--- config.mk ---
export PLATFORM = sky130hd
export DESIGN_NAME = ini_config_tokenizer_core
export DESIGN_NICKNAME = d
export VERILOG_FILES = /design/src/rtl/core/ict_pkg.sv /design/src/rtl/core/ini_config_tokenizer_core.sv
export SDC_FILE = /design/constraint.sdc
export NUM_CORES = 1
export LEC_CHECK = 0
export ABC_AREA = 1
export BUFFER_PORTS_ARGS = -buffer_cell sky130_fd_sc_hd__buf_2
export CAP_MARGIN = 15
export CORE_ASPECT_RATIO = 0.6
export CORE_MARGIN = 5
export CORE_UTILIZATION = 50
export CTS_CLUSTER_SIZE = 14
export DETAILED_ROUTE_END_ITERATION = 8
export PLACE_DENSITY_LB_ADDON = 0.2
export SETUP_SLACK_MARGIN = 0.05
export SLEW_MARGIN = 20
export SYNTH_ARGS = -nofsm -noshare
export SYNTH_HDL_FRONTEND = slang
export SYNTH_SLANG_ARGS = --single-unit
--- constraint.sdc ---
create_clock -name aclk -period 3.4 [get_ports aclk]
set_input_delay 0.17 -clock aclk [delete_from_list [all_inputs] [get_ports aclk]]
set_output_delay 0.17 -clock aclk [all_outputs]
set_load 0.02 [all_outputs]
--- src/rtl/core/ict_pkg.sv ---
package ict_pkg;

    localparam int unsigned LINE_FIELD_BITS   = 20;
    localparam int unsigned COLUMN_FIELD_BITS = 16;

    localparam logic [3:0] PH_EXP_NAME  = 4'd0;
    localparam logic [3:0] PH_SECTION   = 4'd1;
    localparam logic [3:0] PH_NAME      = 4'd2;
    localparam logic [3:0] PH_COMMENT   = 4'd3;
    localparam logic [3:0] PH_EXP_EQ    = 4'd4;
    localparam logic [3:0] PH_EXP_VALUE = 4'd5;
    localparam logic [3:0] PH_VALUE     = 4'd6;
    localparam logic [3:0] PH_QUOTED    = 4'd7;
    localparam logic [3:0] PH_EXP_EOL   = 4'd8;

    localparam logic [3:0] EV_NONE       = 4'd0;
    localparam logic [3:0] EV_SEC_OPEN   = 4'd1;
    localparam logic [3:0] EV_SEC_CHAR   = 4'd2;
    localparam logic [3:0] EV_NAME_FIRST = 4'd3;
    localparam logic [3:0] EV_NAME_CHAR  = 4'd4;
    localparam logic [3:0] EV_VAL_FIRST  = 4'd5;
    localparam logic [3:0] EV_QUOTE_OPEN = 4'd6;
    localparam logic [3:0] EV_VAL_CHAR   = 4'd7;
    localparam logic [3:0] EV_COMMIT     = 4'd8;
    localparam logic [3:0] EV_ERROR      = 4'd9;

    localparam logic [2:0] ERR_NONE         = 3'd0;
    localparam logic [2:0] ERR_NAME_EXP     = 3'd1;
    localparam logic [2:0] ERR_BRACKET_EXP  = 3'd2;
    localparam logic [2:0] ERR_EQUALS_EXP   = 3'd3;
    localparam logic [2:0] ERR_VALUE_EXP    = 3'd4;
    localparam logic [2:0] ERR_EOL_EXP      = 3'd5;
    localparam logic [2:0] ERR_OPEN_QUOTE   = 3'd6;

    localparam logic [7:0] CH_EQ     = 8'h3D;
    localparam logic [7:0] CH_OPEN   = 8'h5B;
    localparam logic [7:0] CH_CLOSE  = 8'h5D;
    localparam logic [7:0] CH_HASH   = 8'h23;
    localparam logic [7:0] CH_DASH   = 8'h2D;
    localparam logic [7:0] CH_UNDER  = 8'h5F;
    localparam logic [7:0] CH_QUOTE  = 8'h22;
    localparam logic [7:0] CH_ESC    = 8'h5C;
    localparam logic [7:0] CH_EOL    = 8'h0A;
    localparam logic [7:0] CH_SPACE  = 8'h20;
    localparam logic [7:0] CH_TAB    = 8'h09;
    localparam logic [7:0] CH_CR     = 8'h0D;

    typedef enum logic [3:0] {
        K_SPACE, K_DIGIT, K_ALPHA, K_DASH, K_EQ, K_QUOTE, K_OPEN, K_CLOSE,
        K_HASH, K_ESC, K_EOL, K_OTHER
    } char_class_t;

    typedef struct packed {
        logic [COLUMN_FIELD_BITS-1:0] column_number;
        logic [LINE_FIELD_BITS-1:0]   line_number;
        logic [2:0]                   error_code;
        logic [7:0]                   out_byte;
        logic [3:0]                   event_res;
    } result_t;

    function automatic char_class_t classify(input logic [7:0] b);
        char_class_t k;
        k = K_OTHER;
        if (b == CH_EOL) begin
            k = K_EOL;
        end else if (b == CH_SPACE || (b >= CH_TAB && b <= CH_CR)) begin
            k = K_SPACE;
        end else if ((b >= 8'h61 && b <= 8'h7A) || (b >= 8'h41 && b <= 8'h5A)) begin
            k = K_ALPHA;
        end else if (b >= 8'h30 && b <= 8'h39) begin
            k = K_DIGIT;
        end else if (b == CH_DASH || b == CH_UNDER) begin
            k = K_DASH;
        end else if (b == CH_EQ) begin
            k = K_EQ;
        end else if (b == CH_QUOTE) begin
            k = K_QUOTE;
        end else if (b == CH_OPEN) begin
            k = K_OPEN;
        end else if (b == CH_CLOSE) begin
            k = K_CLOSE;
        end else if (b == CH_HASH) begin
            k = K_HASH;
        end else if (b == CH_ESC) begin
            k = K_ESC;
        end
        return k;
    endfunction

endpackage

--- src/rtl/core/ini_config_tokenizer_core.sv ---
// Channel  Dir  Word                                             Last / user
// s_       in   tdata[7:0] byte_in                               tlast end_of_stream
// m_       out  tdata[7:0] out_byte, [10:8] error_code,          tuser[3:0] event_res
//               [30:11] line_number, [46:31] column_number
//
// Each result is registered at the edge that accepts its word; a new word can
// be accepted in every cycle while the skid register is empty.
// A two-entry output stage (output register plus skid register) keeps the
// input side open for one word while the output side stalls.
// Reset is synchronous and active low; it returns the parser to the state
// that expects an item name, with line 1 and column 0.
module ini_config_tokenizer_core
    import ict_pkg::*;
#(
    parameter int unsigned LINE_BITS   = 20,
    parameter int unsigned COLUMN_BITS = 16
) (
    input  logic        aclk,
    input  logic        aresetn,
    input  logic        s_tvalid,
    output logic        s_tready,
    input  logic [7:0]  s_tdata,   // [7:0] byte_in
    input  logic        s_tlast,   // end_of_stream
    output logic        m_tvalid,
    input  logic        m_tready,
    output logic [47:0] m_tdata,   // out_byte, error_code, line_number, column_number
    output logic [3:0]  m_tuser    // event_res
);

    logic [3:0]             phase_reg, phase_next;
    logic                   escape_reg, escape_next;
    logic                   halted_reg, halted_next;
    logic [LINE_BITS-1:0]   line_reg, line_next;
    logic [COLUMN_BITS-1:0] column_reg, column_next;

    result_t out_reg, out_next;
    result_t skid_reg;
    logic    out_valid_reg;
    logic    skid_valid_reg;
    logic    accept;

    logic [COLUMN_BITS-1:0] column_inc;
    logic [32:0]            line_wide;
    logic [32:0]            column_wide;
    char_class_t            k;
    logic [3:0]             ev;
    logic [7:0]             ob;
    logic [2:0]             code;

    assign accept   = s_tvalid && s_tready;
    assign s_tready = !skid_valid_reg;

    always_comb begin
        phase_next  = phase_reg;
        escape_next = escape_reg;
        halted_next = halted_reg;
        line_next   = line_reg;
        column_next = column_reg;
        ev          = EV_NONE;
        ob          = 8'd0;
        code        = ERR_NONE;
        k           = classify(s_tdata);
        column_inc  = (column_reg != '1) ? column_reg + 1'b1 : column_reg;

        line_wide   = {{(33 - LINE_BITS){1'b0}}, line_reg};
        column_wide = {{(33 - COLUMN_BITS){1'b0}}, column_reg};

        if (s_tlast) begin
            if (!halted_reg) begin
                if (phase_reg == PH_QUOTED) begin
                    ev   = EV_ERROR;
                    code = ERR_OPEN_QUOTE;
                end else if (phase_reg == PH_VALUE) begin
                    ev = EV_COMMIT;
                end
            end
            phase_next  = PH_EXP_NAME;
            escape_next = 1'b0;
            halted_next = 1'b0;
            line_next   = LINE_BITS'(1);
            column_next = '0;
        end else if (!halted_reg) begin
            column_wide = {{(33 - COLUMN_BITS){1'b0}}, column_inc};
            column_next = column_inc;
            case (phase_reg)
                PH_EXP_NAME: begin
                    if (k == K_ALPHA || k == K_DIGIT || k == K_DASH) begin
                        phase_next = PH_NAME;
                        ev         = EV_NAME_FIRST;
                        ob         = s_tdata;
                    end else if (k == K_OPEN) begin
                        phase_next = PH_SECTION;
                        ev         = EV_SEC_OPEN;
                    end else if (k == K_HASH) begin
                        phase_next = PH_COMMENT;
                    end else if (k != K_SPACE && k != K_EOL) begin
                        ev   = EV_ERROR;
                        code = ERR_NAME_EXP;
                    end
                end
                PH_SECTION: begin
                    if (k == K_ALPHA || k == K_DIGIT) begin
                        ev = EV_SEC_CHAR;
                        ob = s_tdata;
                    end else if (k == K_CLOSE) begin
                        phase_next = PH_EXP_EOL;
                    end else begin
                        ev   = EV_ERROR;
                        code = ERR_BRACKET_EXP;
                    end
                end
                PH_NAME: begin
                    if (k == K_ALPHA || k == K_DIGIT || k == K_DASH) begin
                        ev = EV_NAME_CHAR;
                        ob = s_tdata;
                    end else if (k == K_EQ) begin
                        phase_next = PH_EXP_VALUE;
                    end else if (k == K_SPACE) begin
                        phase_next = PH_EXP_EQ;
                    end else begin
                        ev   = EV_ERROR;
                        code = ERR_EQUALS_EXP;
                    end
                end
                PH_COMMENT: begin
                    if (k == K_EOL) begin
                        phase_next = PH_EXP_NAME;
                    end
                end
                PH_EXP_EQ: begin
                    if (k == K_EQ) begin
                        phase_next = PH_EXP_VALUE;
                    end else if (k != K_SPACE) begin
                        ev   = EV_ERROR;
                        code = ERR_EQUALS_EXP;
                    end
                end
                PH_EXP_VALUE: begin
                    if (k == K_ALPHA || k == K_DIGIT || k == K_DASH) begin
                        phase_next = PH_VALUE;
                        ev         = EV_VAL_FIRST;
                        ob         = s_tdata;
                    end else if (k == K_QUOTE) begin
                        phase_next = PH_QUOTED;
                        ev         = EV_QUOTE_OPEN;
                    end else if (k != K_SPACE) begin
                        ev   = EV_ERROR;
                        code = ERR_VALUE_EXP;
                    end
                end
                PH_VALUE: begin
                    if (k == K_QUOTE) begin
                        ev   = EV_ERROR;
                        code = ERR_VALUE_EXP;
                    end else if (k == K_SPACE) begin
                        phase_next = PH_EXP_EOL;
                        ev         = EV_COMMIT;
                    end else if (k == K_EOL) begin
                        phase_next = PH_EXP_NAME;
                        ev         = EV_COMMIT;
                    end else if (k == K_HASH) begin
                        phase_next = PH_COMMENT;
                        ev         = EV_COMMIT;
                    end else begin
                        ev = EV_VAL_CHAR;
                        ob = s_tdata;
                    end
                end
                PH_QUOTED: begin
                    if (escape_reg) begin
                        escape_next = 1'b0;
                        ev          = EV_VAL_CHAR;
                        ob          = s_tdata;
                    end else if (k == K_QUOTE) begin
                        phase_next = PH_EXP_EOL;
                        ev         = EV_COMMIT;
                    end else if (k == K_ESC) begin
                        escape_next = 1'b1;
                    end else begin
                        ev = EV_VAL_CHAR;
                        ob = s_tdata;
                    end
                end
                PH_EXP_EOL: begin
                    if (k == K_HASH) begin
                        phase_next = PH_COMMENT;
                    end else if (k == K_EOL) begin
                        phase_next = PH_EXP_NAME;
                    end else if (k != K_SPACE) begin
                        ev   = EV_ERROR;
                        code = ERR_EOL_EXP;
                    end
                end
                default: begin
                    phase_next = PH_EXP_NAME;
                end
            endcase

            if (ev == EV_ERROR) begin
                halted_next = 1'b1;
            end else if (s_tdata == CH_EOL) begin
                if (line_reg != '1) begin
                    line_next = line_reg + 1'b1;
                end
                column_next = '0;
            end
        end

        out_next.event_res  = ev;
        out_next.out_byte   = ob;
        out_next.error_code = code;
        out_next.line_number = (line_wide > 33'((1 << LINE_FIELD_BITS) - 1))
                             ? '1 : line_wide[LINE_FIELD_BITS-1:0];
        out_next.column_number = (column_wide > 33'((1 << COLUMN_FIELD_BITS) - 1))
                               ? '1 : column_wide[COLUMN_FIELD_BITS-1:0];
    end

    always_ff @(posedge aclk) begin
        if (!aresetn) begin
            phase_reg  <= PH_EXP_NAME;
            escape_reg <= 1'b0;
            halted_reg <= 1'b0;
            line_reg   <= LINE_BITS'(1);
            column_reg <= '0;
        end else if (accept) begin
            phase_reg  <= phase_next;
            escape_reg <= escape_next;
            halted_reg <= halted_next;
            line_reg   <= line_next;
            column_reg <= column_next;
        end
    end

    always_ff @(posedge aclk) begin
        if (!aresetn) begin
            out_valid_reg  <= 1'b0;
            skid_valid_reg <= 1'b0;
        end else if (accept) begin
            if (!out_valid_reg || m_tready) begin
                out_valid_reg <= 1'b1;
            end else begin
                skid_valid_reg <= 1'b1;
            end
        end else if (m_tready) begin
            if (skid_valid_reg) begin
                skid_valid_reg <= 1'b0;
            end else begin
                out_valid_reg <= 1'b0;
            end
        end
    end

    always_ff @(posedge aclk) begin
        if (accept) begin
            if (!out_valid_reg || m_tready) begin
                out_reg <= out_next;
            end else begin
                skid_reg <= out_next;
            end
        end else if (m_tready && skid_valid_reg) begin
            out_reg <= skid_reg;
        end
    end

    assign m_tvalid = out_valid_reg;
    assign m_tuser  = out_reg.event_res;
    assign m_tdata  = {1'b0, out_reg.column_number, out_reg.line_number,
                       out_reg.error_code, out_reg.out_byte};

endmodule

==> results of run 1 <==
==> per-layer routing <==
metal	global-route usage (%)	part of all wire [%]	vias to the layer above
met5	0	0	-
met4	4.98	0.79	0
met3	4.53	6.9	13
met2	28.8	40	220
met1	31.9	52	2824
li1	-	-	3136
==> power breakdown <==
group          total (mW)  switching [mW]  leakage [nW]  internal, mW
combinational       0.559           0.409          1.84         0.149
sequential           2.01          0.0269          1.35          1.98
clock                1.83           0.806         0.279          1.03
==> cell usage in the layout, fill, tap and decap left out, drive strengths merged <==
| cell | n |
|---|---|
| o21bai | 1 |
| o2111ai | 2 |
| nor3b | 1 |
| xor2 | 25 |
| clkbuf | 17 |
| a21oi | 51 |
| nor3 | 27 |
| a31oi | 6 |
| conb | 1 |
| o21ai | 47 |
| o21a | 1 |
| clkinv | 6 |
| clkinvlp | 1 |
| inv | 106 |
| dfxtp | 44 |
| nand3 | 71 |
| xnor2 | 2 |
| o211ai | 1 |
| nand4 | 11 |
| edfxtp | 102 |
| a41oi | 2 |
| nor4 | 8 |
| o31ai | 2 |
| bufinv | 1 |
| nand2 | 266 |
| o22ai | 1 |
| a211oi | 1 |
| buf | 75 |
| a311oi | 1 |
| nor2 | 104 |
| ha | 2 |
==> cell families after synthesis <==
family,count (synthesis),synth area share [%]
other,1,0.0501
xor gates and xnor gates,27,3.16
buffers and inverters,133,7.27
DFF,146,52.7
adders and majority gates,2,0.334
AOI/OAI and AO/OA,116,8.42
and+or+nand+nor,488,28.1
==> through the flow <==
| step | instances | cell area [um2] | setup WS (ns) | hold WS, ns |
|---|---|---|---|---|
| 2_1_floorplan | 913 | 7490 | 0.287 | 0.254 |
| 3_3_place_gp | 1152 | 7980 | 0.713 | 0.443 |
| 3_5_place_dp | 1152 | 7980 | 0.754 | 0.443 |
| 4_1_cts | 1184 | 8550 | 0.734 | 0.00226 |
| 5_1_grt | 1184 | 8550 | 0.379 | 0.00437 |
| 6_report | 1184 | 8550 | 0.638 | 0.0109 |
==> path summary, 6_finish.rpt <==
path / slack (ns) / end / startpoint / cells after the start
hold reg to reg: 0.48 / skid_reg[16] / line_reg[1] / 0
setup / recovery: 0.64 / line_reg[1] / phase_reg[1] / 13
setup reg to reg: 0.64 / line_reg[1] / phase_reg[1] / 13
hold / removal: 0.01 / line_reg[0] / aresetn / 2
==> worst max-delay path: cells and delay by family, from the launching register on <==
kind / cells / cell delay [ns]
AOI/OAI and AO/OA: 1 / 0.23
buffers and inverters: 2 / 0.24
and+or+nand+nor: 10 / 1.70
DFF: 1 / 0.45
==> cell type report <==
type	count	area, um2
Clock inverter	15	145
Sequential cell	146	3940
Tap cell	198	248
Inverter	99	372
Timing Repair Buffer	75	413
Clock buffer	17	425
Fill cell	1347	6040
Multi-Input combinational cell	634	3000
==> flow_metrics.env, run 1 <==
export IMPL_slew_headroom_pct=51.7
export IMPL_syn_inst=913
export IMPL_grt_setup_unrepaired="no"
export IMPL_cts_path_max_buffers=2
export IMPL_vias_per_cell=5.23
export IMPL_drt_iter0_markers=591
export IMPL_run_status="completed"
export IMPL_synth_top_area_share_pct=40.9
export IMPL_antenna_found_initial=0
export IMPL_die_area_um2=17600
export IMPL_finalMaxSlewViolations=0
export IMPL_crit_type="register to register"
export IMPL_finalHoldViolCount=0
export IMPL_post_route_period_util_pct=81.2
export IMPL_synth_largest_area_cell="edfxtp_1"
export IMPL_drive_above_1_share_pct=14.3
export IMPL_cts_repair_resized=0
export IMPL_power_leakage_nw=3.47
export IMPL_synth_edf_count=102
export IMPL_period_minus_slack_ns=2.76
export IMPL_cp_end_kind="register"
export IMPL_finish_utilization_pct=58.6
export IMPL_antenna_cells=0
export IMPL_max_freq_mhz=362
export IMPL_grt_first_pass_wirelength_mm=29.5
export IMPL_drcViolationCount=0
export IMPL_post_cts_setup_buffers=0
export IMPL_cp_common_cell="nand2_1"
export IMPL_crit_slowest_cell="nor3_1"
export IMPL_vias=6193
export IMPL_firstDrtPassIters=5
export IMPL_worstPathArrival_ns=3.06
export IMPL_nNetsFinal=988
export IMPL_core_area_um2=14600
export IMPL_hpwl_mm=12.0
export IMPL_cts_tree="yes"
export IMPL_track_usage_pct=20.5
export IMPL_ys_top_cells_by_area="edfxtp_1 41%, nand2_1 13%, dfxtp_1 12%"
export IMPL_synth_most_common_cell="nand2_1"
export IMPL_io_pins=67
export IMPL_avgSynthCellArea_um2=8.20
export IMPL_wl_per_cell_um=14.8
export IMPL_cp_start_kind="register"
export IMPL_grt_max_degree=70
export IMPL_dominantRegCellSynth="edfxtp_1"
export IMPL_ys_seq_elements=146
export IMPL_ant_nets=0
export IMPL_start_util_pct=51.3
export IMPL_hold_buffers=0
export IMPL_cp_max_fo=22
export IMPL_insertion_delay_ns=0.42
export IMPL_yosysUniqueCellTypes=41
export IMPL_cp_cell_sequence="inv_1, nor3_1, inv_1, o21ai_1, nand2_1, nand2_1, nor2_2, nand2_2, nand3_4, nand2_2, nand2_1, nand2_1, nor2_1"
export IMPL_seq_area_frac_synth_pct=52.7
export IMPL_syn2layout_area_growth_pct=14.2
export IMPL_cts_buffers=17
export IMPL_clock_skew_ns=0.00993
export IMPL_worst_endpoint_required_ns=3.70
export IMPL_finalSetupTns_ns=0
export IMPL_drt_wl_total_mm=17.5
export IMPL_gr_total_overflow=0
export IMPL_syn_num_nets=928
export IMPL_largest_register_ffs=51
export IMPL_hold_class="input port to register"
export IMPL_first_global_vias=5719
export IMPL_synthArstFlopShare_pct=0
export IMPL_ir_worst_vdd_mv=0.341
export IMPL_htree_levels=4
export IMPL_clk_pin_slew_ns=0.06
export IMPL_die_width_um=168
export IMPL_cp_slowest_stage_delay_ns=0.47
export IMPL_rows=34
export IMPL_io_buffers=65
export IMPL_cap_violations=0
export IMPL_cts_root_buf="clkbuf_16"
export IMPL_die_height_um=105
export IMPL_synth_common_cells="257 x nand2_1, 102 x edfxtp_1, 92 x inv_1, 92 x nor2_1, 70 x nand3_1"
export IMPL_finalPower_mw=4.40
export IMPL_tightest_slew_ns=0.724
export IMPL_numClockSinks=146
export IMPL_syn_cell_area_um2=7490
export IMPL_ys_warnings_count=0
export IMPL_gp_routability_congestion=0.966
export IMPL_p_per_area_nw_per_um2=515
export IMPL_setup_viol=0
Note: power is estimated with default switching activity, not from simulation.
==> run 2, diff against run 1 <==
clock period = 2.31 ns   (was 3.4 ns; I/O delays follow)
==> run 2 against run 1 <==
Total power increased by 58%. Count of clock-buffer cells in the layout increased by 2. Sequential cell count unchanged. Worst hold slack improved by 0.060 ns. Cell area increased by 12%. Clock skew increased by 0.00083 ns. Non-clock buffer count increased by 62. Combinational power increased by 88%. Die area unchanged.
==> flow_metrics.env, run 2 (same netlist as run 1, synthesis figures left out) <==
export IMPL_nNetsFinal=1050
export IMPL_grt_setup_unrepaired="yes"
export IMPL_ant_nets=0
export IMPL_numPlacedInstances=1202
export IMPL_final_common_cell="nand2_1"
export IMPL_core_area_um2=14600
export IMPL_antenna_cells=0
export IMPL_cp_start_kind="register"
export IMPL_io_pins=67
export IMPL_post_route_period_util_pct=93.8
export IMPL_n_fill_cell=1194
export IMPL_slew_headroom_pct=25.7
export IMPL_cts_root_buf="clkbuf_16"
export IMPL_finalSetupTns_ns=0
export IMPL_run_status="completed"
export IMPL_stdcell_count=1246
export IMPL_gp_routability_congestion=0.979
export IMPL_ir_worst_vdd_mv=0.407
export IMPL_drive_above_1_share_pct=26.2
export IMPL_crit_slowest_cell="dfxtp_4"
export IMPL_vias=6590
export IMPL_grt_met2_usage_pct=31.0
export IMPL_numClockSinks=146
export IMPL_rows=34
export IMPL_drt_wl_total_mm=19.6
export IMPL_firstDrtPassIters=5
export IMPL_period_minus_slack_ns=2.17
export IMPL_p_per_area_nw_per_um2=725
export IMPL_use_met1_pct=33.5
export IMPL_power_leakage_nw=3.98
export IMPL_insertion_delay_ns=0.42
export IMPL_cts_path_max_buffers=2
export IMPL_cp_common_cell="nand2_2"
export IMPL_antenna_found_initial=0
export IMPL_cp_end_kind="register"
export IMPL_top_usage_layer="met1"
export IMPL_grt_first_pass_wirelength_mm=31.4
export IMPL_wl_per_cell_um=15.8
export IMPL_track_usage_pct=21.8
export IMPL_largest_register_ffs=51
export IMPL_syn2layout_area_growth_pct=27.8
export IMPL_gr_total_overflow=0
export IMPL_start_util_pct=51.3
export IMPL_finalPower_mw=6.94
export IMPL_worst_endpoint_required_ns=2.57
export IMPL_crit_type="register to register"
export IMPL_finish_utilization_pct=65.6
export IMPL_drt_iter0_markers=629
export IMPL_htree_levels=4
export IMPL_cts_tree="yes"
export IMPL_hold_class="input port to register"
export IMPL_finalHoldViolCount=0
export IMPL_cts_buffers=17
export IMPL_finalMaxSlewViolations=0
export IMPL_hpwl_mm=12.9
export IMPL_worstPathArrival_ns=2.42
export IMPL_cp_cell_sequence="ha_4, nand2_4, nor4_4, buf_4, nand2_4, nor3_4, nand2_2, nand2_2, nor2_2, xor2_2, nand2_2, a31oi_4"
export IMPL_die_area_um2=17600
export IMPL_multiInputGateArea_um2=3390
export IMPL_clk_pin_slew_ns=0.06
export IMPL_vias_per_cell=5.29
export IMPL_final_cell_mix="248 x nand2_1, 102 x edfxtp_1, 85 x inv_1"
export IMPL_clock_skew_ns=0.0108
export IMPL_cp_slowest_stage_delay_ns=0.36
export IMPL_grt_use_met3_pct=5.43
export IMPL_first_global_vias=6061
export IMPL_die_width_um=168
export IMPL_cp_max_fo=3
export IMPL_max_freq_mhz=461
export IMPL_cap_violations=0
export IMPL_io_buffers=65
export IMPL_die_height_um=105
export IMPL_drcViolationCount=0
export IMPL_grt_max_degree=52
export IMPL_tightest_slew_ns=1.11
export IMPL_seqCellArea_um2=3970
export IMPL_setup_viol=0
==> run 2: final cells by class <==
type | count | area share, %
multi-input combinational | 634 | 35.4
inverter | 99 | 3.92
clock buffer | 19 | 4.52
tap | 198 | 2.59
sequential | 146 | 41.5
timing repair buffer | 137 | 10.1
clock inverter | 13 | 1.91
==> run 2: layer usage <==
| metal | vias to the layer above | wire length [um] |
|---|---|---|
| met5 | - | 0 |
| met4 | 0 | 235 |
| met3 | 23 | 1480 |
| met2 | 256 | 8230 |
| met1 | 3034 | 9700 |
| li1 | 3277 | - |
==> run 2: per-stage QoR <==
step / area [um2] / hold WS, ns / setup slack, ns
final: 9570 / 0.0707 / 0.143
after global routing: 9570 / 0.122 / 0.00140
after CTS: 9080 / 0.0623 / 0.0697
after detailed placement: 8420 / 0.385 / -0.0123
after global placement: 8420 / 0.372 / -0.0894
after floorplan: 7520 / 0.200 / -0.0572
==> run 2: worst paths after layout <==
kind         cells after the start  slack (ns)        endpoint          start
max reg2reg                     12        0.14     m_tdata[42]  column_reg[1]
min reg2reg                      2        0.49   column_reg[8]  column_reg[8]
min                              4        0.07  skid_valid_reg       m_tready
max                             12        0.14     m_tdata[42]  column_reg[1]
==> run 2: repair_timing <==
action	CTS	global route
setup endpoints to repair	23	74
resized for setup	7	103
pin swaps	0	28
buffers inserted	0	9
hold endpoints to repair	3	0
hold buffers	1	0
gates cloned	0	3
==> run 2: worst max-delay path: cells and delay by family (launching register included) <==
kind	cells	cell delay, ns
simple gates	8	0.93
fa+ha+maj	1	0.15
xor+xnor	1	0.17
buf+inv	1	0.17
compound gates	1	0.22
flops	1	0.36
==> run 2: power by group <==
part | switching [mW] | leakage, nW | internal [mW]
Combinational | 0.699 | 2.33 | 0.350
Clock | 1.12 | 0.292 | 1.81
Sequential | 0.0473 | 1.35 | 2.92
Total | 1.86 | 3.98 | 5.08
